`config.mk`:
```
export PLATFORM = sky130hd
export DESIGN_NAME = histogram_filter_1d_unit_flat
export DESIGN_NICKNAME = d
export VERILOG_FILES = /design/src/rtl/hf1d_pkg.sv /design/src/rtl/hf1d_in_if.sv /design/src/rtl/hf1d_out_if.sv /design/src/rtl/histogram_filter_1d_unit.sv /design/src/flat_wrapper.sv
export SDC_FILE = /design/constraint.sdc
export NUM_CORES = 2
export LEC_CHECK = 0
export BUFFER_PORTS_ARGS = -buffer_cell sky130_fd_sc_hd__buf_2
export CAP_MARGIN = 20
export CELL_PAD_IN_SITES_DETAIL_PLACEMENT = 2
export CELL_PAD_IN_SITES_GLOBAL_PLACEMENT = 2
export CORE_UTILIZATION = 43
export DETAILED_ROUTE_END_ITERATION = 6
export PLACE_DENSITY = 0.77
export SETUP_SLACK_MARGIN = 0.5
export SLEW_MARGIN = 0
export SYNTH_ARGS = -nofsm -noshare
export SYNTH_HDL_FRONTEND = slang
export SYNTH_SLANG_ARGS = --single-unit
```
`constraint.sdc`:
```
create_clock -name clk -period 25.5 [get_ports clk]
set_clock_uncertainty 0.2 [all_clocks]
set_input_delay 1.275 -clock clk [delete_from_list [all_inputs] [get_ports clk]]
set_output_delay 1.275 -clock clk [all_outputs]
set_load 0.005 [all_outputs]
```
`src/rtl/hf1d_pkg.sv`:
```
// Package for the 1-D histogram filter: default sizes, register indexes,
// register reset values, operation codes and the sequencer state type.
// Used by the top level; depends on nothing.
package hf1d_pkg;

  localparam int CELLS_DEF     = 16;
  localparam int PROB_BITS_DEF = 16;

  localparam int REG_W     = 16;
  localparam int CFG_IDX_W = 3;

  typedef enum logic [CFG_IDX_W-1:0] {
    CFG_WORLD_MAP = 3'd0,
    CFG_HIT       = 3'd1,
    CFG_MISS      = 3'd2,
    CFG_EXACT     = 3'd3,
    CFG_OVER      = 3'd4,
    CFG_UNDER     = 3'd5
  } cfg_idx_t;

  localparam logic [REG_W-1:0] WORLD_MAP_RST = 16'd6;
  localparam logic [REG_W-1:0] HIT_RST       = 16'd39322;
  localparam logic [REG_W-1:0] MISS_RST      = 16'd13107;
  localparam logic [REG_W-1:0] EXACT_RST     = 16'd52429;
  localparam logic [REG_W-1:0] OVER_RST      = 16'd6554;
  localparam logic [REG_W-1:0] UNDER_RST     = 16'd6554;

  typedef enum logic {
    OP_SENSE = 1'b0,
    OP_MOVE  = 1'b1
  } op_t;

  typedef enum logic [4:0] {
    ST_CLEAR,
    ST_IDLE,
    ST_S_RD,
    ST_S_MUL,
    ST_S_ACC,
    ST_S_CHK,
    ST_Z_RD,
    ST_Z_GET,
    ST_D_RD,
    ST_D_LOAD,
    ST_D_ITER,
    ST_D_FIN,
    ST_M_MOD,
    ST_M_RD,
    ST_M_MUL,
    ST_M_ACC,
    ST_M_FIN,
    ST_EMIT
  } state_t;

endpackage

```
`src/rtl/hf1d_in_if.sv`:
```
// Input channel of the histogram filter: valid/ready and the item fields.
// Depends on nothing.
interface hf1d_in_if;
  logic              valid;
  logic              ready;
  logic              operation;
  logic              measurement;
  logic signed [4:0] motion;

  modport source (output valid, operation, measurement, motion, input ready);
  modport sink   (input valid, operation, measurement, motion, output ready);
endinterface

```
`src/rtl/hf1d_out_if.sv`:
```
// Result channel of the histogram filter: valid/ready and one belief cell.
// Depends on nothing.
interface hf1d_out_if;
  logic        valid;
  logic        ready;
  logic [3:0]  cell_index;
  logic [15:0] probability;
  logic        last;
  logic        zero_sum;

  modport source (output valid, cell_index, probability, last, zero_sum, input ready);
  modport sink   (input valid, cell_index, probability, last, zero_sum, output ready);
endinterface

```
`src/rtl/histogram_filter_1d_unit.sv`:
```
// Top level of the 1-D histogram filter (Markov localization) block; uses hf1d_pkg and both interfaces.
// Sense: weighting of each cell, then each cell is normalized on the restoring divider;
// a zero sum passes the belief through unchanged, flagged as zero_sum.
// Move: reduction of the shift, then each cell is computed on the
// shared multiplier. One item at a time; result stalls hold either operation.
// Reset is synchronous; afterwards a pass over all cells loads the uniform belief.
module histogram_filter_1d_unit
  import hf1d_pkg::*;
#(
  parameter int CELLS     = CELLS_DEF,
  parameter int PROB_BITS = PROB_BITS_DEF
) (
  input  logic                 clk,
  input  logic                 rst_n,
  hf1d_in_if.sink              in_ch,
  hf1d_out_if.source           out_ch,
  input  logic                 cfg_we,
  input  logic [CFG_IDX_W-1:0] cfg_index,
  input  logic [REG_W-1:0]     cfg_data
);

  localparam int IW  = $clog2(CELLS);
  localparam int WW  = PROB_BITS + REG_W;
  localparam int SW  = WW + IW;
  localparam int AW  = PROB_BITS + REG_W + 2;
  localparam int DCW = $clog2(PROB_BITS + 1);
  localparam int BD  = 2 * (2 ** IW);

  localparam logic [PROB_BITS-1:0] PMAX = {PROB_BITS{1'b1}};
  localparam longint unsigned UNI_L = (64'd1 << PROB_BITS) / CELLS;
  localparam logic [PROB_BITS-1:0] UNIFORM = PROB_BITS'(UNI_L);
  localparam logic [AW-1:0] ROUND = AW'(64'd1 << (REG_W - 1));
  localparam logic [IW-1:0] LAST_IDX = IW'(CELLS - 1);
  localparam logic [IW:0] CELLS_W = (IW + 1)'(CELLS);
  localparam logic signed [7:0] CELLS_S = 8'(CELLS);

  state_t state_r, state_nxt;
  logic [IW-1:0] i_r, i_nxt;
  logic bank_r, bank_nxt;
  op_t op_r, op_nxt;
  logic meas_r, meas_nxt;
  logic zflag_r, zflag_nxt;
  logic signed [7:0] moff_r, moff_nxt;
  logic [1:0] term_r, term_nxt;
  logic [WW-1:0] prod_r, prod_nxt;
  logic [SW-1:0] sum_r, sum_nxt;
  logic [AW-1:0] acc_r, acc_nxt;
  logic [SW:0] rem_r, rem_nxt;
  logic [PROB_BITS:0] quo_r, quo_nxt;
  logic [DCW-1:0] dcnt_r, dcnt_nxt;
  logic sat_r, sat_nxt;
  logic [PROB_BITS-1:0] res_r, res_nxt;

  logic [REG_W-1:0] wmap_r, hit_r, miss_r, exact_r, over_r, under_r;

  logic out_valid_r, out_valid_nxt;
  logic [3:0] out_idx_r, out_idx_nxt;
  logic [15:0] out_prob_r, out_prob_nxt;
  logic out_last_r, out_last_nxt;
  logic out_zero_r, out_zero_nxt;

  logic [PROB_BITS-1:0] bmem [BD];
  logic [WW-1:0] wmem [CELLS];
  logic [PROB_BITS-1:0] brdata_r;
  logic [WW-1:0] wrdata_r;
  logic [IW:0] braddr, bwaddr;
  logic [PROB_BITS-1:0] bwdata;
  logic bwe, wwe;

  logic [IW:0] src_sum;
  logic [IW-1:0] src_idx, dec_idx, inc_idx, term_idx;
  logic [REG_W-1:0] mul_b;
  logic sense_wt_sel;
  logic [SW:0] r2;
  logic r2_ge;
  logic [PROB_BITS+1:0] q_inc;
  logic [PROB_BITS:0] q_half;
  logic [AW-1:0] acc_rnd;
  logic [PROB_BITS+1:0] mv_res;
  logic signed [7:0] mot_ext;

  assign in_ch.ready        = (state_r == ST_IDLE);
  assign out_ch.valid       = out_valid_r;
  assign out_ch.cell_index  = out_idx_r;
  assign out_ch.probability = out_prob_r;
  assign out_ch.last        = out_last_r;
  assign out_ch.zero_sum    = out_zero_r;

  // Source cells for a move: exact, one short of it and one past it.
  assign src_sum = {1'b0, i_r} + {1'b0, moff_r[IW-1:0]};
  assign src_idx = (src_sum >= CELLS_W) ? IW'(src_sum - CELLS_W) : src_sum[IW-1:0];
  assign dec_idx = (src_idx == '0) ? LAST_IDX : src_idx - 1'b1;
  assign inc_idx = (src_idx == LAST_IDX) ? '0 : src_idx + 1'b1;

  assign sense_wt_sel = (wmap_r[4'(i_r)] == meas_r);
  assign mot_ext      = 8'(in_ch.motion);

  assign r2     = {rem_r[SW-1:0], 1'b0};
  assign r2_ge  = (r2 >= {1'b0, sum_r});
  assign q_inc  = (PROB_BITS + 2)'(quo_r) + 1'b1;
  assign q_half = q_inc[PROB_BITS+1:1];
  assign acc_rnd = acc_r + ROUND;
  assign mv_res  = acc_rnd[AW-1:REG_W];

  always_comb begin
    case (term_r)
      2'd0:    term_idx = src_idx;
      2'd1:    term_idx = dec_idx;
      default: term_idx = inc_idx;
    endcase
    if (state_r == ST_M_MUL) begin
      case (term_r)
        2'd0:    mul_b = exact_r;
        2'd1:    mul_b = over_r;
        default: mul_b = under_r;
      endcase
    end else begin
      mul_b = sense_wt_sel ? hit_r : miss_r;
    end
  end

  always_comb begin
    state_nxt     = state_r;
    i_nxt         = i_r;
    bank_nxt      = bank_r;
    op_nxt        = op_r;
    meas_nxt      = meas_r;
    zflag_nxt     = zflag_r;
    moff_nxt      = moff_r;
    term_nxt      = term_r;
    prod_nxt      = prod_r;
    sum_nxt       = sum_r;
    acc_nxt       = acc_r;
    rem_nxt       = rem_r;
    quo_nxt       = quo_r;
    dcnt_nxt      = dcnt_r;
    sat_nxt       = sat_r;
    res_nxt       = res_r;
    out_valid_nxt = out_valid_r && !out_ch.ready;
    out_idx_nxt   = out_idx_r;
    out_prob_nxt  = out_prob_r;
    out_last_nxt  = out_last_r;
    out_zero_nxt  = out_zero_r;
    braddr        = {bank_r, i_r};
    bwe           = 1'b0;
    bwaddr        = {~bank_r, i_r};
    bwdata        = res_r;
    wwe           = 1'b0;

    case (state_r)
      ST_CLEAR: begin
        bwe    = 1'b1;
        bwaddr = {1'b0, i_r};
        bwdata = UNIFORM;
        if (i_r == LAST_IDX) begin
          i_nxt     = '0;
          state_nxt = ST_IDLE;
        end else begin
          i_nxt = i_r + 1'b1;
        end
      end
      ST_IDLE: begin
        if (in_ch.valid) begin
          op_nxt    = op_t'(in_ch.operation);
          meas_nxt  = in_ch.measurement;
          moff_nxt  = -mot_ext;
          i_nxt     = '0;
          sum_nxt   = '0;
          zflag_nxt = 1'b0;
          term_nxt  = '0;
          state_nxt = (op_t'(in_ch.operation) == OP_MOVE) ? ST_M_MOD : ST_S_RD;
        end
      end
      ST_S_RD: begin
        state_nxt = ST_S_MUL;
      end
      ST_S_MUL: begin
        prod_nxt  = WW'(brdata_r) * WW'(mul_b);
        state_nxt = ST_S_ACC;
      end
      ST_S_ACC: begin
        wwe     = 1'b1;
        sum_nxt = sum_r + SW'(prod_r);
        if (i_r == LAST_IDX) begin
          state_nxt = ST_S_CHK;
        end else begin
          i_nxt     = i_r + 1'b1;
          state_nxt = ST_S_RD;
        end
      end
      ST_S_CHK: begin
        i_nxt = '0;
        if (sum_r == '0) begin
          zflag_nxt = 1'b1;
          state_nxt = ST_Z_RD;
        end else begin
          state_nxt = ST_D_RD;
        end
      end
      ST_Z_RD: begin
        state_nxt = ST_Z_GET;
      end
      ST_Z_GET: begin
        res_nxt   = brdata_r;
        state_nxt = ST_EMIT;
      end
      ST_D_RD: begin
        state_nxt = ST_D_LOAD;
      end
      ST_D_LOAD: begin
        rem_nxt   = (SW + 1)'(wrdata_r);
        sat_nxt   = (SW'(wrdata_r) >= sum_r);
        quo_nxt   = '0;
        dcnt_nxt  = '0;
        state_nxt = ST_D_ITER;
      end
      ST_D_ITER: begin
        rem_nxt  = r2_ge ? (r2 - {1'b0, sum_r}) : r2;
        quo_nxt  = {quo_r[PROB_BITS-1:0], r2_ge};
        dcnt_nxt = dcnt_r + 1'b1;
        if (dcnt_r == DCW'(PROB_BITS)) begin
          state_nxt = ST_D_FIN;
        end
      end
      ST_D_FIN: begin
        if (sat_r || (q_half > {1'b0, PMAX})) begin
          res_nxt = PMAX;
        end else begin
          res_nxt = q_half[PROB_BITS-1:0];
        end
        state_nxt = ST_EMIT;
      end
      ST_M_MOD: begin
        if (moff_r < 0) begin
          moff_nxt = moff_r + CELLS_S;
        end else if (moff_r >= CELLS_S) begin
          moff_nxt = moff_r - CELLS_S;
        end else begin
          state_nxt = ST_M_RD;
        end
      end
      ST_M_RD: begin
        braddr    = {bank_r, term_idx};
        state_nxt = ST_M_MUL;
      end
      ST_M_MUL: begin
        prod_nxt  = WW'(brdata_r) * WW'(mul_b);
        state_nxt = ST_M_ACC;
      end
      ST_M_ACC: begin
        acc_nxt = ((term_r == 2'd0) ? '0 : acc_r) + AW'(prod_r);
        if (term_r == 2'd2) begin
          state_nxt = ST_M_FIN;
        end else begin
          term_nxt  = term_r + 1'b1;
          state_nxt = ST_M_RD;
        end
      end
      ST_M_FIN: begin
        if (mv_res > (PROB_BITS + 2)'(PMAX)) begin
          res_nxt = PMAX;
        end else begin
          res_nxt = mv_res[PROB_BITS-1:0];
        end
        state_nxt = ST_EMIT;
      end
      ST_EMIT: begin
        if (!out_valid_r || out_ch.ready) begin
          out_valid_nxt = 1'b1;
          out_idx_nxt   = 4'(i_r);
          out_prob_nxt  = 16'(res_r);
          out_last_nxt  = (i_r == LAST_IDX);
          out_zero_nxt  = zflag_r;
          bwe           = !zflag_r;
          term_nxt      = '0;
          if (i_r == LAST_IDX) begin
            i_nxt     = '0;
            bank_nxt  = zflag_r ? bank_r : ~bank_r;
            state_nxt = ST_IDLE;
          end else begin
            i_nxt = i_r + 1'b1;
            if (op_r == OP_MOVE) begin
              state_nxt = ST_M_RD;
            end else if (zflag_r) begin
              state_nxt = ST_Z_RD;
            end else begin
              state_nxt = ST_D_RD;
            end
          end
        end
      end
      default: begin
        state_nxt = ST_IDLE;
      end
    endcase
  end

  always_ff @(posedge clk) begin
    if (!rst_n) begin
      state_r     <= ST_CLEAR;
      i_r         <= '0;
      bank_r      <= 1'b0;
      out_valid_r <= 1'b0;
      wmap_r      <= WORLD_MAP_RST;
      hit_r       <= HIT_RST;
      miss_r      <= MISS_RST;
      exact_r     <= EXACT_RST;
      over_r      <= OVER_RST;
      under_r     <= UNDER_RST;
    end else begin
      state_r     <= state_nxt;
      i_r         <= i_nxt;
      bank_r      <= bank_nxt;
      out_valid_r <= out_valid_nxt;
      if (cfg_we) begin
        case (cfg_idx_t'(cfg_index))
          CFG_WORLD_MAP: wmap_r  <= cfg_data;
          CFG_HIT:       hit_r   <= cfg_data;
          CFG_MISS:      miss_r  <= cfg_data;
          CFG_EXACT:     exact_r <= cfg_data;
          CFG_OVER:      over_r  <= cfg_data;
          CFG_UNDER:     under_r <= cfg_data;
          default: begin
          end
        endcase
      end
    end
  end

  always_ff @(posedge clk) begin
    op_r       <= op_nxt;
    meas_r     <= meas_nxt;
    zflag_r    <= zflag_nxt;
    moff_r     <= moff_nxt;
    term_r     <= term_nxt;
    prod_r     <= prod_nxt;
    sum_r      <= sum_nxt;
    acc_r      <= acc_nxt;
    rem_r      <= rem_nxt;
    quo_r      <= quo_nxt;
    dcnt_r     <= dcnt_nxt;
    sat_r      <= sat_nxt;
    res_r      <= res_nxt;
    out_idx_r  <= out_idx_nxt;
    out_prob_r <= out_prob_nxt;
    out_last_r <= out_last_nxt;
    out_zero_r <= out_zero_nxt;
  end

  // Belief store holds two banks: the current vector is read from one while
  // the new vector is written into the other.
  always_ff @(posedge clk) begin
    if (bwe) begin
      bmem[bwaddr] <= bwdata;
    end
    brdata_r <= bmem[braddr];
  end

  always_ff @(posedge clk) begin
    if (wwe) begin
      wmem[i_r] <= prod_r;
    end
    wrdata_r <= wmem[i_r];
  end

endmodule

```
`src/flat_wrapper.sv`:
```
// flat-port wrapper written by rule: the top's interface ports become plain ports
module histogram_filter_1d_unit_flat import hf1d_pkg::*;
#(
  parameter int CELLS     = CELLS_DEF,
  parameter int PROB_BITS = PROB_BITS_DEF
)
  (clk, rst_n, cfg_we, cfg_index, cfg_data, in_ch_valid, in_ch_operation, in_ch_measurement, in_ch_motion, in_ch_ready, out_ch_valid, out_ch_cell_index, out_ch_probability, out_ch_last, out_ch_zero_sum, out_ch_ready);
  hf1d_in_if in_ch_i ();
  hf1d_out_if out_ch_i ();
  input  logic clk;
  input  logic rst_n;
  input  logic cfg_we;
  input  logic [CFG_IDX_W-1:0] cfg_index;
  input  logic [REG_W-1:0] cfg_data;
  input wire logic [$bits(in_ch_i.valid)-1:0] in_ch_valid;
  input wire logic [$bits(in_ch_i.operation)-1:0] in_ch_operation;
  input wire logic [$bits(in_ch_i.measurement)-1:0] in_ch_measurement;
  input wire logic [$bits(in_ch_i.motion)-1:0] in_ch_motion;
  output wire logic [$bits(in_ch_i.ready)-1:0] in_ch_ready;
  output wire logic [$bits(out_ch_i.valid)-1:0] out_ch_valid;
  output wire logic [$bits(out_ch_i.cell_index)-1:0] out_ch_cell_index;
  output wire logic [$bits(out_ch_i.probability)-1:0] out_ch_probability;
  output wire logic [$bits(out_ch_i.last)-1:0] out_ch_last;
  output wire logic [$bits(out_ch_i.zero_sum)-1:0] out_ch_zero_sum;
  input wire logic [$bits(out_ch_i.ready)-1:0] out_ch_ready;
  assign in_ch_i.valid = in_ch_valid;
  assign in_ch_i.operation = in_ch_operation;
  assign in_ch_i.measurement = in_ch_measurement;
  assign in_ch_i.motion = in_ch_motion;
  assign in_ch_ready = in_ch_i.ready;
  assign out_ch_valid = out_ch_i.valid;
  assign out_ch_cell_index = out_ch_i.cell_index;
  assign out_ch_probability = out_ch_i.probability;
  assign out_ch_last = out_ch_i.last;
  assign out_ch_zero_sum = out_ch_i.zero_sum;
  assign out_ch_i.ready = out_ch_ready;
  histogram_filter_1d_unit #(.CELLS(CELLS), .PROB_BITS(PROB_BITS)) u_core (.clk(clk), .rst_n(rst_n), .in_ch(in_ch_i), .out_ch(out_ch_i), .cfg_we(cfg_we), .cfg_index(cfg_index), .cfg_data(cfg_data));
endmodule
```
==> results.ini <==
[job]
cap_violations = 0

[finish]
syn2layout_area_growth_pct = 12.5
final_util_pct = 49.0
drive_above_1_share_pct = 17.1
fillers = 14500
final_nets = 5328
postLayoutCellArea_um2 = 76900
final_cells = 7026

[logic_synthesis]
ys_seq_area_share_pct = 58.8
netlist_area_um2 = 68300
synth_top_area_share_pct = 54.3
syn-num-nets = 5192
yosysUniqueCellTypes = 73
synth.most_common_cell = edfxtp_1
yosys.area.top_type = edfxtp_1
synth_edf_count = 1236
synthArstFlopShare_pct = 0
netlist_top_cells_count = edfxtp_1 (1236), nand2_1 (475), inv_1 (336)
ys_top_cells_by_area = edfxtp_1 (54%), mux4_2 (11%), fa_1 (5.8%)
ys_warn_count = 0
ys.flop_type = edfxtp_1
synth_cells = 4706
ys_ff_latch = 1391
syn_area_per_cell_um2 = 14.5

[power]
p_clk_share_pct = 27.3
comb_power_share_pct = 41.4
ir_drop_v = 0.000267
internal-power_mw = 5.38
swShare_pct = 37.0
p_sw_mw = 3.16
power.density_nw_per_um2 = 111
p_leak_nw = 28.0
p_seq_share_pct = 31.3

[timing]
fin_ws_ns = 15.35
period_share_pct = 39.8
report.final.slew_viol_count = 0
tns_ns = 0
max_freq_mhz = 98.6
worstMarginPinSlew_ns = 1.18
setup_viol = 0
min_period_ns = 10.15
grt_setup_unrepaired = false
hold_violations = 0
relSlewSlack_pct = 21.3

[die]
fp.coreArea_um2 = 157000
die_h_um = 401
start_util_pct = 43.6
dieArea_um2 = 161000
ios = 55
die_width_um = 401
rows = 145

[cts]
cts_tree = yes
cts.htree.levels = 4
cts.sinks = 1391
clk_path_buf_depth = 3
clk_pin_slew_ns = 0.06
post_cts_resized = 0
cts_setup_buffers = 0
ctsRootBufferMaster = clkbuf_16
cts_buffers = 153
clkLatencyLatePin_ns = 0.83
hold_buffers = 0

[grt]
grt_max_degree = 106
grt_pass1_wl_um = 327000
gr-total-overflow = 0
grt_antenna_before_repair = 5
grt_pass1_vias = 46800
track_usage_pct = 27.9

[setup_path]
cp-end-kind = flip-flop
worst-path-max-fanout = 26
setup.worst_path.start_class = flip-flop
crit_required_ns = 25.86
crit_type = flip-flop to flip-flop
arrival_ns = 10.50

[status]
status = finished, final reports clean

[routing]
route.vias.total = 42500
drt.antenna.violating_nets = 0
drt_iter0_drc = 3396
avgRoutedWirePerCell_um = 32.2
wirelength_um = 226000
drc_errors = 0
via_per_inst = 6.05
dr.pass1.iters = 5

[place]
port_buffers = 54
dpl_cell_area_um2 = 71400
preCtsSetupSlack_ns = 15.51
post-dp-hpwl_um = 144000
gp_congestion = 0.845
dpl.cell_count = 6731

[min_path]
hold_class = flip-flop to flip-flop

==> layout make-up <==
class	count	area (um^2)	share of cell area [%]
clock inverters	78	1090	1.42
repair buffers	172	1280	1.66
inverters	336	1260	1.64
well taps	2058	2570	3.35
flip-flops and latches	1391	40200	52.3
diodes	2	5.00	0.00651
clock buffers	201	4140	5.38
multi-input cells	2788	26300	34.2
==> layer usage <==
layer / track usage, % / wire length, um / vias up
met1: 35.6 / 90100 / 22700
li1: - / - / 17800
met4: 10.4 / 8470 / 4
met2: 48.6 / 115000 / 1575
met5: 0 / 27 / -
met3: 3.51 / 12300 / 459
==> registers in the layout, indices dropped and copies added, names as in the netlist, 17 cells and up <==
signal           flops
u_core.prod_r       32
u_core.rem_r        36
u_core.bmem        512
u_core.sum_r        36
u_core.wrdata_r     32
u_core.acc_r        34
u_core.quo_r        17
u_core.wmem        512
==> worst paths after layout <==
check | cells past startpoint | startpoint | slack [ns] | end
setup / recovery | 26 | u_core.i_r[0]$_SDFFE_PN0P_ | 15.35 | u_core.prod_r[31]$_DFFE_PP_
hold / removal | 2 | u_core.over_r[2]$_SDFFE_PN0P_ | 0.27 | u_core.over_r[2]$_SDFFE_PN0P_
setup reg to reg | 26 | u_core.i_r[0]$_SDFFE_PN0P_ | 15.35 | u_core.prod_r[31]$_DFFE_PP_
hold reg to reg | 2 | u_core.over_r[2]$_SDFFE_PN0P_ | 0.27 | u_core.over_r[2]$_SDFFE_PN0P_
==> kinds of logic after synthesis <==
logic type               synth area share [%]
flip-flops                               58.8
AND/OR/NAND/NOR                          8.21
AO/OA/AOI/OAI                            6.05
buffers and inverters                    3.03
adder cells (fa/ha/maj)                  10.5
multiplexers                             11.4
XOR/XNOR                                 2.01
==> worst max-delay path, cell delays in order, from the launching register on <==
cell	delay, ns
dfxtp_4	0.75
mux4_2	0.59
mux4_2	0.55
xnor2_4	0.65
mux2i_1	0.23
a21oi_2	0.82
nand2_1	0.16
fa_1	0.52
inv_1	0.05
fa_1	0.46
fa_1	0.53
fa_1	0.53
fa_1	0.55
inv_1	0.06
fa_1	0.54
inv_1	0.05
ha_1	0.40
nand4_1	0.18
nor4_1	0.44
nand3_1	0.14
a31oi_1	0.36
o211ai_1	0.18
o22ai_1	0.22
nor4_1	0.11
o31ai_1	0.30
a21oi_1	0.13
xnor2_1	0.14
==> metrics by stage <==
stage / power [mW] / hold WS [ns]
floorplan: 5.18 / 0.218
global placement: 6.10 / 0.251
detailed placement: 6.25 / 0.261
CTS: 8.63 / 0.273
global route: 9.05 / 0.284
finish: 8.54 / 0.268
==> power groups by stage <==
stage	Combinational, mW	Clock (mW)	Sequential [mW]
2_1_floorplan	2.48	0	2.71
4_1_cts	3.61	2.35	2.67
3_3_place_gp	3.38	0	2.72
3_5_place_dp	3.54	0	2.72
5_1_grt	3.96	2.42	2.67
6_report	3.54	2.33	2.67
==> cell usage in the layout, fill, tap and decap left out, types with 33 or more instances in the layout <==
cell type | synthesis | routed
mux4_2 | 325 | 325
nand3_1 | 91 | 91
clkbuf_1 | 127 | 36
a21boi_0 | 65 | 65
buf_2 | 33 | 54
nor3_1 | 38 | 36
edfxtp_1 | 1236 | 1236
buf_4 | 9 | 104
o21ai_0 | 105 | 103
clkbuf_16 | 0 | 154
fa_1 | 198 | 198
and2_1 | 126 | 126
a21oi_1 | 184 | 184
inv_1 | 336 | 336
dfxtp_1 | 155 | 150
ha_1 | 257 | 256
nor2b_1 | 79 | 64
xnor2_1 | 91 | 91
and3_1 | 53 | 38
nor2_1 | 189 | 154
nand2_1 | 475 | 474
xor2_1 | 63 | 63
a21o_1 | 65 | 65
nor2_2 | 0 | 33
(Power assumes the default switching activity.)
